==> config.mk <==
export PLATFORM = sky130hd
export DESIGN_NAME = clkt_front
export DESIGN_NICKNAME = d
export VERILOG_FILES = /design/src/hw/rtl/clkt_pkg.sv /design/src/hw/rtl/clkt_front.sv
export VERILOG_INCLUDE_DIRS = /design/src /design/src/hw/rtl
export SDC_FILE = /design/constraint.sdc
export NUM_CORES = 2
export LEC_CHECK = 0
export ABC_AREA = 1
export BUFFER_PORTS_ARGS = -buffer_cell sky130_fd_sc_hd__buf_4
export CELL_PAD_IN_SITES_DETAIL_PLACEMENT = 1
export CELL_PAD_IN_SITES_GLOBAL_PLACEMENT = 1
export CORE_ASPECT_RATIO = 1.5
export CORE_MARGIN = 2
export CORE_UTILIZATION = 55
export DETAILED_ROUTE_END_ITERATION = 10
export GPL_TIMING_DRIVEN = 0
export PLACE_DENSITY_LB_ADDON = 0.1
export SLEW_MARGIN = 10
export SYNTH_ARGS = -nofsm -noshare
export SYNTH_HDL_FRONTEND = slang
export SYNTH_SLANG_ARGS = --single-unit
==> constraint.sdc <==
create_clock -name i_clk -period 22.5 [get_ports i_clk]
set_input_delay 4.5 -clock i_clk [delete_from_list [all_inputs] [get_ports i_clk]]
set_output_delay 4.5 -clock i_clk [all_outputs]
set_load 0.05 [all_outputs]
==> src/hw/rtl/chord_length_key_timing_unit_macros.svh <==
// assertion helpers
`ifndef CHORD_LENGTH_KEY_TIMING_UNIT_MACROS_SVH
`define CHORD_LENGTH_KEY_TIMING_UNIT_MACROS_SVH
`define CLKT_ASSERT(lbl, clk, rst_n, prop, msg) \
    lbl: assert property (@(posedge clk) disable iff (!rst_n) (prop)) else $error(msg);
`define CLKT_NEVER(lbl, clk, rst_n, cond, msg) \
    lbl: assert property (@(posedge clk) disable iff (!rst_n) !(cond)) else $error(msg);
`endif

==> src/hw/rtl/clkt_pkg.sv <==
package clkt_pkg;
    localparam int unsigned SEG_W = 22;
    localparam int unsigned TOT_W = 27;
    localparam logic [1:0] ST_OK       = 2'd0;
    localparam logic [1:0] ST_FEW      = 2'd1;
    localparam logic [1:0] ST_ZERO_LEN = 2'd2;
    localparam logic [1:0] ST_DROPPED  = 2'd3;
    localparam logic [1:0] CFG_MODE     = 2'd0;
    localparam logic [1:0] CFG_DURATION = 2'd1;
    localparam logic [1:0] CFG_SPEED    = 2'd2;
    // one queued point from front to back
    typedef struct packed {
        logic [43:0] sum_sq;
        logic        has_seg;
        logic        last;
    } t_pt;
endpackage

==> src/hw/rtl/clkt_front.sv <==
// takes points, squares deltas, pushes sum of squares
module clkt_front (
    input  logic              i_clk,
    input  logic              i_rst_n,
    input  logic              i_valid,
    output logic              o_stall,
    input  logic [19:0]       i_pos_x,
    input  logic [19:0]       i_pos_y,
    input  logic [19:0]       i_pos_z,
    input  logic              i_last_point,
    output logic              o_q_valid,
    input  logic              i_q_pop,
    output clkt_pkg::t_pt     o_q_data
);
    logic signed [19:0] r_px, r_py, r_pz;
    logic               r_first;
    logic [20:0]        r_dx, r_dy, r_dz;
    logic               r_s1v, r_s1seg, r_s1last;
    logic [41:0]        r_qx, r_qy, r_qz;
    logic               r_s2v, r_s2seg, r_s2last;
    clkt_pkg::t_pt      r_q [2];
    logic [1:0]         r_cnt;
    logic               r_wp, r_rp;
    logic               w_acc, w_push;
    logic signed [20:0] w_ex, w_ey, w_ez;

    // one word in flight at a time keeps queue room simple
    assign o_stall = r_s1v || r_s2v || (r_cnt == 2'd2);
    assign w_acc = i_valid && !o_stall;
    assign w_ex = 21'(signed'(i_pos_x)) - 21'(r_px);
    assign w_ey = 21'(signed'(i_pos_y)) - 21'(r_py);
    assign w_ez = 21'(signed'(i_pos_z)) - 21'(r_pz);
    assign w_push = r_s2v;
    assign o_q_valid = r_cnt != 2'd0;
    assign o_q_data = r_q[r_rp];

    always_ff @(posedge i_clk) begin
        if (!i_rst_n) begin
            r_first <= 1'b1;
            r_s1v <= 1'b0;
            r_s2v <= 1'b0;
            r_cnt <= '0;
            r_wp <= 1'b0;
            r_rp <= 1'b0;
        end else begin
            r_s1v <= w_acc;
            r_s2v <= r_s1v;
            if (w_acc) begin
                r_first <= i_last_point;
                r_px <= i_pos_x;
                r_py <= i_pos_y;
                r_pz <= i_pos_z;
                r_dx <= w_ex[20] ? 21'(-w_ex) : 21'(w_ex);
                r_dy <= w_ey[20] ? 21'(-w_ey) : 21'(w_ey);
                r_dz <= w_ez[20] ? 21'(-w_ez) : 21'(w_ez);
                r_s1seg <= !r_first;
                r_s1last <= i_last_point;
            end
            if (r_s1v) begin
                r_qx <= r_dx * r_dx;
                r_qy <= r_dy * r_dy;
                r_qz <= r_dz * r_dz;
                r_s2seg <= r_s1seg;
                r_s2last <= r_s1last;
            end
            if (w_push) begin
                r_q[r_wp] <= '{sum_sq: 44'(r_qx) + 44'(r_qy) + 44'(r_qz),
                               has_seg: r_s2seg, last: r_s2last};
                r_wp <= !r_wp;
            end
            if (i_q_pop) r_rp <= !r_rp;
            r_cnt <= r_cnt + 2'(w_push) - 2'(i_q_pop);
        end
    end

    `include "chord_length_key_timing_unit_macros.svh"
    `CLKT_NEVER(a_q_over, i_clk, i_rst_n, w_push && !i_q_pop && r_cnt == 2'd2, "queue overflow")
    `CLKT_NEVER(a_q_under, i_clk, i_rst_n, i_q_pop && r_cnt == 2'd0, "queue underflow")
    `CLKT_ASSERT(a_stage, i_clk, i_rst_n, r_s1v |=> r_s2v, "stage lost")
endmodule

# Yosys cells after proc, flatten, opt, wreduce, memory -nomap -nowiden
# Memory sizes are Yosys's and may differ from the RTL's. A register that Yosys moved wholly into a read port is not among the register bits.
# Cells that the tools add are included.
# classes
mux,8
addsub,10
reduce_logical,10
n_eq_ne,1
n_mul,3
# ops
op,count
21-bit by 21-bit multiplier with 42-bit output,3
21-bit negation,3
20-bit by 20-bit subtractor with 21-bit output,3
20-bit two-way mux,3
43-bit by 42-bit adder with 44-bit output,1
42-bit by 42-bit adder with 43-bit output,1
1-bit two-way mux,5
1-bit zero test,4
2-bit AND reduction,2
2-bit by 1-bit adder with 2-bit output,1
"2-bit equality test, second input constant",1
1-bit logical OR,2
2-bit nonzero test,1
2-bit by 1-bit subtractor with 2-bit output,1
1-bit logical AND,1
# totals
reg_bits,260
in_bits,65
output_inout_bits,48
word_cells,55
memories,1
ram_bits,92
# memory_table
name,depth,width,rd,rd_clocked_by_memory_dff,write_ports,line,text
r_q,2,46,1,1,1,clkt_front.sv:21,clkt_pkg::t_pt r_q [2];

# Logic depth before layout (Yosys ltp)
# logic_depth
word_depth,5
mapped_depth,27
depth_no_buf,26

# Least setup slack after synthesis
# OpenSTA, ideal clock, no wires.
# synth_timing
path_type,input to register
from,input port i_valid
to,"register r_dx[0], enable pin"
setup_time_ns,0.611
path_slack_ns,12.024
path_stages,2
n_path_buf,0
t_arrival_ns,9.865
t_required_ns,21.889
path_cell_list,nand4_1 -> nor2_1
# synth_between
elab_chain_cells,2
# synth_rtl
element,line,text
start: declaration,clkt_front.sv:5,"input logic i_valid,"
1-bit logical AND,clkt_front.sv:29,assign w_acc = i_valid && !o_stall;
2-bit AND reduction (no line),--,
end signal: assignment,clkt_front.sv:53,r_dx <= w_ex[20] ? 21'(-w_ex) : 21'(w_ex);
end: declaration,clkt_front.sv:17,"logic [20:0] r_dx, r_dy, r_dz;"
# Every way passes these cells.
# A chain may end at the register's enable or synchronous reset.

# Worst setup path after layout
# layout_timing
from,register r_dx[5]
to,"register r_qx[24], data pin"
# layout_between
elab_chain_cells,1
# layout_rtl
element,line,text
21-bit by 21-bit multiplier with 42-bit output,clkt_front.sv:60,r_qx <= r_dx * r_dx;
end signal: assignment,clkt_front.sv:60,
end: declaration,clkt_front.sv:19,"logic [41:0] r_qx, r_qy, r_qz;"
# Every way passes these cells.

==> results_dict.tcl <==
set metrics [dict create \
    status "completed" \
    fmax_ghz 0.127 \
    path_max_fanout 10 \
    grt_max_degree 68 \
    drt_first_pass_iters 6 \
    ctsResizeCount 0 \
    top_usage_layer "met2" \
    place_hpwl_um 163000 \
    synth-edff-count 342 \
    synth_cells 7105 \
    place_area_um2 62600 \
    critPathSlowestCell "clkbuf_1" \
    antenna_found_initial 4 \
    hold_buffers 0 \
    finalWeightedCongestion 0.947 \
    cp.required_ns 22.90 \
    layout-drive-gt1-share 0.0412 \
    htreeDepth 2 \
    cts_buffer_depth 3 \
    tightest_slew_ns 1.06 \
    grt_pass1_vias 55400 \
    hold_viol_final 0 \
    ys_types 53 \
    ys_ff_latch 350 \
    worst_r2r_path_depth 24 \
    slew_headroom 0.292 \
    crit_type "reg2reg" \
    cpPeakStageDelay_ns 0.71 \
    maxSlewViolCount 0 \
    finalNetCount 8879 \
    grt.met1_usage 0.378 \
    via_count 47800 \
    hold_path_depth 0 \
    avgSynthCellArea_um2 8.42 \
    cts_setup_buffers 0 \
    n_fill_cell 13200 \
    use_met2 0.651 \
    cp_common_cell "inv_1" \
    fin_area_um2 64000 \
    met3_usage 0.0445 \
    io_pins 113 \
    finalWirelength_um 190000 \
    ys.flop_type "edfxtp_1" \
    setup_viol 0 \
    die_area_um2 111000 \
    finalCriticalPeriod_ns 7.90 \
    path_cells "clkbuf_1 > nand2_1 > fa_1 > inv_1 > fa_1 > inv_1 > fa_1 > inv_1 > fa_1 > inv_1 > fa_1 > inv_1 > fa_1 > inv_1 > fa_1 > inv_1 > ha_1 > nand2_1 > nor2_1 > inv_1 > nor4_1 > a21oi_1 > o21ai_0 > xor2_1" \
    synth_top_area_cell "fa_1" \
    worst_clock_skew_ns 0.0270 \
    die_x_um 273 \
    ant_nets 0 \
    startpoint_type "flop" \
    avgRoutedWirePerCell_um 21.8 \
    synth_top_area_frac 0.326 \
    yosys_warnings 0 \
    final_cell_mix "inv_1, nand2_1, fa_1" \
    rsz0062_at_grt "no" \
    clk_pin_slew_ns 0.06 \
    initialDrtViolationCount 2584 \
    fin_tns_setup_ns 0 \
    hold_path.class "reg2reg" \
    final_common_cell "inv_1" \
    drv_cap 0 \
    cts_root_buf "clkbuf_16" \
    drt-vias-per-instance 5.47 \
    grt_overflow 0 \
    start_util 0.553 \
    cts_tree "built" \
    drc 0 \
    min_period_over_period 0.351 \
    async_flop_share 0 \
    port-buffer-count 112 \
    syn_area_um2 59800 \
    clk_latency_ns 0.63 \
    numCtsBuffers 41 \
    grt_usage 0.349 \
    synth_area_leaders "fa_1, edfxtp_1, inv_1" \
    areaGrowthSynthToFinish_pct 6.96 \
    endpoint_kind "flop" \
    cts_sinks 350 \
    ys_seq_area_frac 0.174 \
    grt_pass1_wl_um 297000 \
    fp.coreArea_um2 108000 \
    rows 148 \
    die_y_um 408 \
    arrival_ns 8.30 \
]
registers in the layout, indices dropped and copies added, names as in the netlist, named ones only:
name / count
r_cnt: 2
r_dx: 21
r_dy: 21
r_dz: 21
r_first: 1
r_px: 20
r_py: 20
r_pz: 20
r_q: 92
r_qx: 41
r_qy: 41
r_qz: 41
r_rp: 1
r_s1last: 1
r_s1seg: 1
r_s1v: 1
r_s2last: 1
r_s2seg: 1
r_s2v: 1
r_wp: 1
per-layer routing:
metal,part of all wire,wire (µm),vias up
li1,-,-,21600
met1,0.36,68300,24200
met2,0.53,101000,1362
met3,0.046,8850,586
met4,0.062,11800,4
met5,0.00015,28,-
area by class of cell:
class	instances	area, µm²	area share
Tap cell	1425	1780	0.0279
Clock inverter	30	307	0.00479
Buffer	138	546	0.00853
Inverter	1983	7450	0.116
Timing Repair Buffer	122	998	0.0156
Clock buffer	45	1040	0.0163
Multi-Input combinational cell	4636	41400	0.647
Antenna cell	1	2.50	0.0000391
Sequential cell	350	10400	0.163
metrics by stage:
stage / hold WS [ns] / cells / setup WS [ns] / utilization
after floorplan: 0.400 / 7107 / 12.02 / -
after global routing: 0.463 / 8729 / 14.36 / 0.592
after global placement: 0.416 / 8644 / 8.63 / 0.577
after CTS: 0.440 / 8729 / 14.74 / 0.592
after detailed placement: 0.415 / 8654 / 14.76 / 0.579
final: 0.436 / 8730 / 14.60 / 0.592
synth_stat cells, types with 3 or more instances:
cell      count
o21bai_1     21
o21ai_1      10
or2_2         9
a21o_1       31
and3_1       12
inv_2         3
nor3_1       35
mux2_2       47
fa_1        975
nand2_2      21
nand3_2       4
buf_6         3
a21boi_0     13
o21a_1       15
xor2_1      157
nand2_4       3
dfxtp_1       8
xnor2_1      68
a31oi_1      32
nor4_1       15
edfxtp_1    342
o211ai_1      9
inv_1      1977
nand2_1    1547
and2_1        4
o21ai_0     129
a21oi_1     248
nand3b_1     13
nand4_1      51
nor2_1      368
clkbuf_1    131
nor2_2       11
ha_1        567
nand3_1     203
path summary, 6_finish.rpt:
path	slack (ns)	start	to
hold / removal	0.44	r_s1last	r_s2last
setup reg to reg	14.60	r_dx[5]	r_qx[24]
setup / recovery	14.60	r_dx[5]	r_qx[24]
hold reg to reg	0.44	r_s1last	r_s2last
logic make-up (layout without fill, tap and decap cells):
logic type                 after synthesis  count (layout)  synth area share
xor gates and xnor gates               226             226            0.0334
buffers and inverters                 2121            2318             0.134
DFF                                    350             350             0.174
adders and majority gates             1542            1542             0.445
other                                    1               4         0.0000627
muxes                                   47              47           0.00885
and+or+nand+nor                       2299            2299             0.156
AOI/OAI and AO/OA                      519             519            0.0485
critical path: cells and delay by family, from the launching register on:
| kind | cells | cell delay [ns] |
|---|---|---|
| AOI/OAI and AO/OA | 2 | 0.52 |
| xor gates and xnor gates | 1 | 0.34 |
| adders and majority gates | 8 | 4.02 |
| buffers and inverters | 9 | 1.20 |
| DFF | 1 | 0.57 |
| and+or+nand+nor | 4 | 1.03 |
Power is not shown: default switching activity piles up to over one toggle a cycle in this logic, so the estimate is an artifact.
