==> src/hw/rtl/chord_length_key_timing_unit_macros.svh <==
// assertion helpers
`ifndef CHORD_LENGTH_KEY_TIMING_UNIT_MACROS_SVH
`define CHORD_LENGTH_KEY_TIMING_UNIT_MACROS_SVH
`define CLKT_ASSERT(lbl, clk, rst_n, prop, msg) \
    lbl: assert property (@(posedge clk) disable iff (!rst_n) (prop)) else $error(msg);
`define CLKT_NEVER(lbl, clk, rst_n, cond, msg) \
    lbl: assert property (@(posedge clk) disable iff (!rst_n) !(cond)) else $error(msg);
`endif

==> src/hw/rtl/clkt_pkg.sv <==
package clkt_pkg;
    localparam int unsigned SEG_W = 22;
    localparam int unsigned TOT_W = 27;
    localparam logic [1:0] ST_OK       = 2'd0;
    localparam logic [1:0] ST_FEW      = 2'd1;
    localparam logic [1:0] ST_ZERO_LEN = 2'd2;
    localparam logic [1:0] ST_DROPPED  = 2'd3;
    localparam logic [1:0] CFG_MODE     = 2'd0;
    localparam logic [1:0] CFG_DURATION = 2'd1;
    localparam logic [1:0] CFG_SPEED    = 2'd2;
    // one queued point from front to back
    typedef struct packed {
        logic [43:0] sum_sq;
        logic        has_seg;
        logic        last;
    } t_pt;
endpackage

==> src/hw/rtl/clkt_ram.sv <==
module clkt_ram #(
    parameter int WIDTH = 8,
    parameter int DEPTH = 4
) (
    input  logic                     i_clk,
    input  logic                     i_we,
    input  logic [$clog2(DEPTH)-1:0] i_waddr,
    input  logic [WIDTH-1:0]         i_wdata,
    input  logic [$clog2(DEPTH)-1:0] i_raddr,
    output logic [WIDTH-1:0]         o_rdata
);
    logic [WIDTH-1:0] r_mem [DEPTH];
    always_ff @(posedge i_clk) begin
        if (i_we) r_mem[i_waddr] <= i_wdata;
        o_rdata <= r_mem[i_raddr];
    end
endmodule

==> src/hw/rtl/clkt_back.sv <==
// root per segment, then key emission with serial divides
module clkt_back #(
    parameter int MAX_POINTS = 32
) (
    input  logic              i_clk,
    input  logic              i_rst_n,
    input  logic              i_q_valid,
    output logic              o_q_pop,
    input  clkt_pkg::t_pt     i_q_data,
    input  logic              i_mode,
    input  logic [31:0]       i_duration,
    input  logic [31:0]       i_speed,
    output logic              o_valid,
    input  logic              i_stall,
    output logic [4:0]        o_key_index,
    output logic [31:0]       o_key_time,
    output logic [16:0]       o_key_param,
    output logic [1:0]        o_status,
    output logic              o_last_key
);
    localparam int DEP = MAX_POINTS - 1;
    localparam int AW = (DEP > 1) ? $clog2(DEP) : 1;
    localparam int CW = $clog2(MAX_POINTS + 2);
    localparam int NUMW = 64;

    typedef enum logic [2:0] {S_IDLE, S_ROOT, S_DECIDE, S_READ, S_DIV, S_PAR, S_OUT}
        t_state;
    t_state r_state;

    logic [43:0] r_rem, r_res, r_bit;
    logic        r_last;
    logic [CW-1:0] r_cnt, r_i;
    logic [clkt_pkg::TOT_W-1:0] r_tot;
    logic [31:0] r_cum;
    logic [NUMW-1:0] r_num, r_quo;
    logic [32:0] r_den;
    logic [NUMW:0] r_acc;
    logic [6:0]  r_step;
    logic [31:0] r_time;
    logic        r_ok;
    logic        w_we;
    logic [AW-1:0] w_waddr, w_raddr;
    logic [clkt_pkg::SEG_W-1:0] w_rdata;
    logic [NUMW:0] w_sh;

    assign o_q_pop = (r_state == S_IDLE) && i_q_valid;
    assign w_we = (r_state == S_ROOT) && (r_bit == '0) && r_ok;
    assign w_waddr = AW'(r_cnt - CW'(1));
    // segment i feeds key i+1; fetched while key i is held
    assign w_raddr = AW'(r_i);
    assign w_sh = {r_acc[NUMW-1:0], r_num[NUMW-1]};

    clkt_ram #(.WIDTH(clkt_pkg::SEG_W), .DEPTH(DEP)) u_seg (
        .i_clk(i_clk), .i_we(w_we), .i_waddr(w_waddr),
        .i_wdata(r_res[clkt_pkg::SEG_W-1:0]), .i_raddr(w_raddr), .o_rdata(w_rdata));

    always_ff @(posedge i_clk) begin
        if (!i_rst_n) begin
            r_state <= S_IDLE;
            r_cnt <= '0;
            r_tot <= '0;
            o_valid <= 1'b0;
        end else begin
            case (r_state)
                S_IDLE: if (i_q_valid) begin
                    r_last <= i_q_data.last;
                    r_rem <= i_q_data.sum_sq;
                    r_res <= '0;
                    r_bit <= 44'h1 << 42;
                    r_ok <= i_q_data.has_seg && r_cnt < CW'(MAX_POINTS);
                    if (r_cnt == '0) begin
                        r_cnt <= CW'(1);
                        r_state <= S_DECIDE;
                    end else if (i_q_data.has_seg && r_cnt < CW'(MAX_POINTS))
                        r_state <= S_ROOT;
                    else begin
                        r_cnt <= CW'(MAX_POINTS + 1);
                        r_state <= S_DECIDE;
                    end
                end
                S_ROOT: begin
                    if (r_bit == '0) begin
                        r_tot <= r_tot + clkt_pkg::TOT_W'(r_res[clkt_pkg::SEG_W-1:0]);
                        r_cnt <= r_cnt + CW'(1);
                        r_state <= S_DECIDE;
                    end else begin
                        if (r_rem >= r_res + r_bit) begin
                            r_rem <= r_rem - (r_res + r_bit);
                            r_res <= (r_res >> 1) + r_bit;
                        end else r_res <= r_res >> 1;
                        r_bit <= r_bit >> 2;
                    end
                end
                S_DECIDE: begin
                    if (!r_last) r_state <= S_IDLE;
                    else if (r_cnt > CW'(MAX_POINTS) || r_cnt < CW'(2) || r_tot == '0) begin
                        o_key_index <= '0;
                        o_key_time <= '0;
                        o_key_param <= '0;
                        o_last_key <= 1'b1;
                        o_status <= (r_cnt > CW'(MAX_POINTS)) ? clkt_pkg::ST_DROPPED :
                                    (r_cnt < CW'(2)) ? clkt_pkg::ST_FEW :
                                    clkt_pkg::ST_ZERO_LEN;
                        o_valid <= 1'b1;
                        r_i <= r_cnt;
                        r_state <= S_OUT;
                    end else begin
                        r_i <= '0;
                        r_cum <= '0;
                        r_time <= '0;
                        r_num <= '0;
                        r_den <= 33'd1;
                        r_step <= 7'd64;
                        r_acc <= '0;
                        r_state <= S_PAR;
                    end
                end
                S_READ: begin
                    // divisor and dividend for the key time
                    if (i_mode == 1'b0) begin
                        r_num <= NUMW'(i_duration) * NUMW'(r_cum + 32'(w_rdata));
                        r_den <= 33'(r_tot);
                    end else begin
                        r_num <= NUMW'(r_cum + 32'(w_rdata)) << 24;
                        r_den <= {1'b0, i_speed};
                    end
                    r_cum <= r_cum + 32'(w_rdata);
                    r_acc <= '0;
                    r_step <= 7'd64;
                    r_state <= S_DIV;
                end
                S_DIV: begin
                    if (r_step == '0) begin
                        if (i_mode == 1'b1 && (i_speed == '0 || r_quo[NUMW-1:32] != '0))
                            r_time <= '1;
                        else r_time <= r_quo[31:0];
                        r_num <= NUMW'(r_i) << 16;
                        r_den <= 33'(r_cnt - CW'(1));
                        r_acc <= '0;
                        r_step <= 7'd64;
                        r_state <= S_PAR;
                    end else begin
                        if (w_sh >= 65'(r_den)) begin
                            r_acc <= w_sh - 65'(r_den);
                            r_quo <= {r_quo[NUMW-2:0], 1'b1};
                        end else begin
                            r_acc <= w_sh;
                            r_quo <= {r_quo[NUMW-2:0], 1'b0};
                        end
                        r_num <= r_num << 1;
                        r_step <= r_step - 7'd1;
                    end
                end
                S_PAR: begin
                    if (r_step == '0) begin
                        o_key_index <= 5'(r_i);
                        o_key_time <= r_time;
                        o_key_param <= (r_i == r_cnt - CW'(1)) ? 17'h10000 : r_quo[16:0];
                        o_status <= clkt_pkg::ST_OK;
                        o_last_key <= (r_i == r_cnt - CW'(1));
                        o_valid <= 1'b1;
                        r_state <= S_OUT;
                    end else begin
                        if (w_sh >= 65'(r_den)) begin
                            r_acc <= w_sh - 65'(r_den);
                            r_quo <= {r_quo[NUMW-2:0], 1'b1};
                        end else begin
                            r_acc <= w_sh;
                            r_quo <= {r_quo[NUMW-2:0], 1'b0};
                        end
                        r_num <= r_num << 1;
                        r_step <= r_step - 7'd1;
                    end
                end
                S_OUT: if (!i_stall) begin
                    o_valid <= 1'b0;
                    if (o_last_key) begin
                        r_cnt <= '0;
                        r_tot <= '0;
                        r_state <= S_IDLE;
                    end else begin
                        r_i <= r_i + CW'(1);
                        r_state <= S_READ;
                    end
                end
                default: r_state <= S_IDLE;
            endcase
        end
    end

    `include "chord_length_key_timing_unit_macros.svh"
    `CLKT_ASSERT(a_out_state, i_clk, i_rst_n, o_valid |-> r_state == S_OUT, "valid outside output")
    `CLKT_ASSERT(a_hold, i_clk, i_rst_n, (o_valid && i_stall) |=> o_valid && $stable(o_key_time), "word dropped")
    `CLKT_NEVER(a_cnt, i_clk, i_rst_n, r_cnt > CW'(MAX_POINTS + 1), "count out of range")
endmodule

==> config.mk <==
export PLATFORM = sky130hd
export DESIGN_NAME = clkt_back
export DESIGN_NICKNAME = d
export VERILOG_FILES = /design/src/hw/rtl/clkt_pkg.sv /design/src/hw/rtl/clkt_ram.sv /design/src/hw/rtl/clkt_back.sv
export VERILOG_INCLUDE_DIRS = /design/src /design/src/hw/rtl
export SDC_FILE = /design/constraint.sdc
export NUM_CORES = 2
export LEC_CHECK = 0
export ABC_AREA = 1
export BUFFER_PORTS_ARGS = -buffer_cell sky130_fd_sc_hd__buf_2
export CORE_MARGIN = 4
export CORE_UTILIZATION = 30
export DETAILED_ROUTE_END_ITERATION = 10
export GPL_TIMING_DRIVEN = 0
export PLACE_DENSITY = 0.46
export SYNTH_ARGS = -nofsm -noshare
export SYNTH_HDL_FRONTEND = slang
export SYNTH_SLANG_ARGS = --single-unit
==> constraint.sdc <==
create_clock -name i_clk -period 11.47 [get_ports i_clk]
set_input_delay 2.294 -clock i_clk [delete_from_list [all_inputs] [get_ports i_clk]]
set_output_delay 2.294 -clock i_clk [all_outputs]
set_load 0.01 [all_outputs]
---- Word-level counts from Yosys, hierarchy flattened ----
Memory sizes are Yosys's and may differ from the RTL's. A register that Yosys moved wholly into a read port is not among the register bits.
Cells that the tools add are included.
word-level totals
  bits in registers ....................... 530
  RAM bits ................................ 682
  input port bits ......................... 115
  word-level logic and storage cells ...... 198
  memories kept ........................... 1
memory list
  name         words  width  read ports  clocked after Yosys merged registers in  wr ports  line            source
  u_seg.r_mem  31     22     1           1                                        1         clkt_ram.sv:12  logic [WIDTH-1:0] r_mem [DEPTH];
cells by class
  $add $sub $neg .......................... 12
  $mul .................................... 1
  magnitude comparators ................... 5
  eq/ne operators ......................... 21
  muxes and demuxes ....................... 95
  bitwise gates (word level) .............. 1
  reductions and logical operators ........ 40
operators with widths
  operator           number
  $mux W64           10
  $pmux W64 S4       2
  $mux W44           8
  $pmux W44 S2       3
  $mux W32           8
  $pmux W32 S2       3
  $mux W33           3
  $pmux W33 S3       1
  $mux W27           3
  $mux W17           4
  $ge A65 B33 Y1     1
  $mul A32 B64 Y64   1
  $sub A64 B33 Y64   1
  $mux W6            10
  $pmux W27 S2       1
  $add A43 B44 Y44   1
  $add A44 B44 Y44   1
  $ge A44 B44 Y1     1
  $logic_not A44 Y1  1
  $sub A44 B44 Y44   1
  $reduce_and A5 Y1  8
  $pmux W17 S2       1
  $add A32 B22 Y33   1
  $add A32 B22 Y32   1
  44 further kinds   100

---- Logic depth before layout (Yosys ltp) ----
  word-level depth ........................ 6
  depth in mapped cells ................... 44
  mapped depth without buffers ............ 43

---- Modules after synthesis ----
A second synthesis with hierarchy kept.
second synthesis, totals
  cells, all modules ...................... 11404
  area total of the unflattened synthesis .. 97847.6 sq um
modules (own cells, without submodules)
  module     times used  cells an instance  area an instance (sq um)
  clkt_back  1           9043               69713.1
  clkt_ram   1           2361               28134.5

---- Worst setup path after synthesis ----
No wires, ideal clock.
  path type ............................... in2reg
  start ................................... input i_rst_n
  end ..................................... register r_acc[0] (enable)
  library setup time ...................... 674 ps
  arrival ................................. 9087 ps
  data required time ...................... 10796 ps
  path slack .............................. 1709 ps
  stages on the path ...................... 3
  path buffers ............................ 1
  cell sequence ........................... inv_1 > clkbuf_1 > a21oi_1
on the way
  word-level cells in the longest chain between the ends .. 1
RTL lines
  what                         line              source
  from (decl)                  clkt_back.sv:6    input logic i_rst_n,
  $reduce_and A5 Y1 (no line)  --
  to (signal assigned)         clkt_back.sv:144  r_acc <= w_sh - 65'(r_den);
  to (signal assigned)         clkt_back.sv:147  r_acc <= w_sh;
  to (signal assigned)         clkt_back.sv:165  r_acc <= w_sh - 65'(r_den);
  to (decl)                    clkt_back.sv:37   logic [NUMW:0] r_acc;
No other way between the ends.
A chain may end at the register's enable or synchronous reset.

---- Worst setup path after layout ----
  start ................................... register r_cum[15]
  end ..................................... register r_num[37], data pin
on the way
  word-level cells in the longest chain between the ends .. 4
RTL lines
  what                    line              source
  from (decl)             clkt_back.sv:34   logic [31:0] r_cum;
  from (signal assigned)  clkt_back.sv:127  r_cum <= r_cum + 32'(w_rdata);
  $add A32 B22 Y33        clkt_back.sv:121  r_num <= NUMW'(i_duration) * NUMW'(r_cum + 32'(w_rdata));
  $mul A32 B64 Y64        clkt_back.sv:121
  $mux W64                clkt_back.sv:120  if (i_mode == 1'b0) begin
  $pmux W64 S4            clkt_back.sv:64   case (r_state)
  to (signal assigned)    clkt_back.sv:121
  to (signal assigned)    clkt_back.sv:124  r_num <= NUMW'(r_cum + 32'(w_rdata)) << 24;
  to (signal assigned)    clkt_back.sv:137  r_num <= NUMW'(r_i) << 16;
  to (decl)               clkt_back.sv:35   logic [NUMW-1:0] r_num, r_quo;
No other way between the ends.

==> flow_summary.ini <==
[worst_hold_path]
hp-class = reg2reg

[global_routing]
grt_pass1_vias = 82200
grtUsageTotal = 0.237
antenna_found_initial = 20
overflow = 0
grt_max_degree = 55
grt_pass1_wl_um = 578000

[run]
drv_cap = 0

[run_status]
status = finished clean

[final_layout]
nets = 12900
final_common_cell = nand2_1
drive_above_1_share = 0.0600
final_cell_mix = nand2_1, inv_1, nor2_1, edfxtp_1, fa_1
area_growth_pct = 13.4
final_area_sq_um = 110000

[yosys]
syn_area_sq_um = 96800
ys_types = 61
synth-edff-count = 1153
synth_nets = 12500
ys_seq_elements = 1212
yosysTopAreaCellShare = 0.358
yosysSeqAreaShare = 0.370
ys_warn_count = 0
async_flop_share = 0
synth_area_leaders = edfxtp_1, fa_1, nand2_1, inv_1, nor2_1
synth_cells = 11000
synth_ff_type = edfxtp_1
yosysTopAreaCell = edfxtp_1
avgSynthCellArea_sq_um = 8.77

[die]
pin_count = 174
die_h_um = 576
start_util = 0.302
die-area_sq_um = 332000
dieWidth_um = 576
core.rowCount = 208
coreArea_sq_um = 321000

[timing]
skew_ns = 0.0707
fin_ws_ns = 0.335
rsz0062_at_grt = no
finalSetupViolCount = 0
worstMarginPinSlew_ns = 1.47
hold_ws_ns = 0.445
setup-tns-final_ns = 0
hold_violations = 0
fmax_mhz = 89.8
slew_viol_final = 0
post-route-period-util = 0.971
min_period_ns = 11.14
slew_headroom = 0.0186

[critical_path]
path_max_fanout = 10
crit_slowest_cell = clkbuf_1
path_buf_inv = 7
crit_path_frequent_cell = fa_1
cp_data_required_time_ns = 11.99
critical-path-top-delay-family = adder cells
worstSetupPathType = reg2reg
startpoint_type = flop
endpoint_kind = flop
slowest_delay_ns = 0.99
critical_path_arrival_ns = 11.65

[clock_network]
cts.clk_slew.worst_paths_ns = 0.06
clock_latency_ns = 0.83
cts_htree_levels = 4
root_buffer = clkbuf_16
cts_tree = done
cts_inserted_buffers = 148
cts_resized = 0
cts.sinks = 1212
cts_buffer_depth = 4
hold_buffers = 0
postCtsSetupBuffers = 0

[route]
drt-pass1-iter-count = 6
vias = 80400
drtAntennaViolNets = 0
drc_errors = 0
routed_via_density = 5.07
detail_route.iter0.violations = 6995
totalWireLength_um = 400000
avgRoutedWirePerCell_um = 25.2

[place]
dp_hpwl_um = 326000
portBuffers = 152
placed_area_sq_um = 105000
gp_congestion = 0.961
dp_slack_ns = -0.506
## worst reg2reg max path: cells and delay by family, from the launching register on
kind / cells / cell delay, ns
AND/OR/NAND/NOR: 13 / 3.09
flip-flops: 1 / 0.38
AO/OA/AOI/OAI: 3 / 0.88
adder cells (fa/ha/maj): 10 / 5.10
buffers and inverters: 7 / 1.43
## cell families after synthesis
kind of cell / share of synthesized area
compound gates: 0.0877
buf+inv: 0.0873
simple gates: 0.195
flops: 0.370
xor+xnor: 0.0124
fa+ha+maj: 0.248
## flip-flops by register name, indices dropped and copies added, names as in the netlist, 7 cells and up
signal         cells
o_key_param       17
o_key_time        32
r_acc             64
r_bit             22
r_cum             32
r_den             33
r_num             64
r_quo             64
r_rem             44
r_res             44
r_step             7
r_time            32
r_tot             27
u_seg.o_rdata     22
u_seg.r_mem      682
## layout make-up
type	instances	area [sq um]
repair buffers	240	2700
fillers	33600	211000
multi-input cells	7632	52800
clock inverters	75	693
diodes	6	15.0
clock buffers	181	3910
flip-flops and latches	1212	35800
plain buffers	429	1800
inverters	1772	6650
well taps	4305	5390
## final timing paths
path                            cells past startpoint  startpoint  slack, ns         to
worst max register to register                     33   r_cum[15]       0.33  r_num[37]
worst min register to register                      0    r_quo[1]       0.45   r_quo[2]
worst max-delay path                               33   r_cum[15]       0.33  r_num[37]
worst min-delay path                                0    r_quo[1]       0.45   r_quo[2]
## metal layers
metal	vias up	routed length [um]	global-route usage
met2	2795	189000	0.396
met1	40400	168000	0.308
met3	674	24000	0.0317
met4	4	19300	0.0967
met5	-	27	0
li1	36500	-	-
## stage by stage
stage	util	instances
finish	0.342	15900
CTS	0.342	15800
floorplan	-	11000
detailed placement	0.327	15600
global placement	0.321	15500
global route	0.342	15800
## cells in the mapped netlist (6+ instances only)
| library cell | count |
|---|---|
| nand2_1 | 2093 |
| inv_1 | 1745 |
| nor2_1 | 1635 |
| edfxtp_1 | 1153 |
| fa_1 | 929 |
| o21ai_0 | 724 |
| nand3_1 | 547 |
| a21oi_1 | 448 |
| ha_1 | 433 |
| clkbuf_1 | 323 |
| nand4_1 | 106 |
| xnor2_1 | 95 |
| o22ai_1 | 89 |
| o221ai_1 | 82 |
| nor3_1 | 73 |
| buf_2 | 72 |
| dfxtp_1 | 59 |
| o211ai_1 | 46 |
| xor2_1 | 40 |
| or2_2 | 32 |
| nor4_1 | 31 |
| o21bai_1 | 31 |
| nand3b_1 | 25 |
| a31oi_1 | 22 |
| a21o_1 | 21 |
| nor2_2 | 15 |
| buf_1 | 14 |
| inv_2 | 14 |
| clkinv_1 | 13 |
| nand2_2 | 13 |
| a21boi_0 | 10 |
| o31ai_1 | 10 |
| nand3_2 | 9 |
| a22oi_1 | 8 |
| o21ai_1 | 8 |
| and3_1 | 7 |
| buf_4 | 7 |
| o21a_1 | 7 |
| and2_1 | 6 |
| clkbuf_2 | 6 |
Power is left out: the tool's default activity adds up to more than one toggle a clock period on the data nets, which glitch-free logic cannot reach.
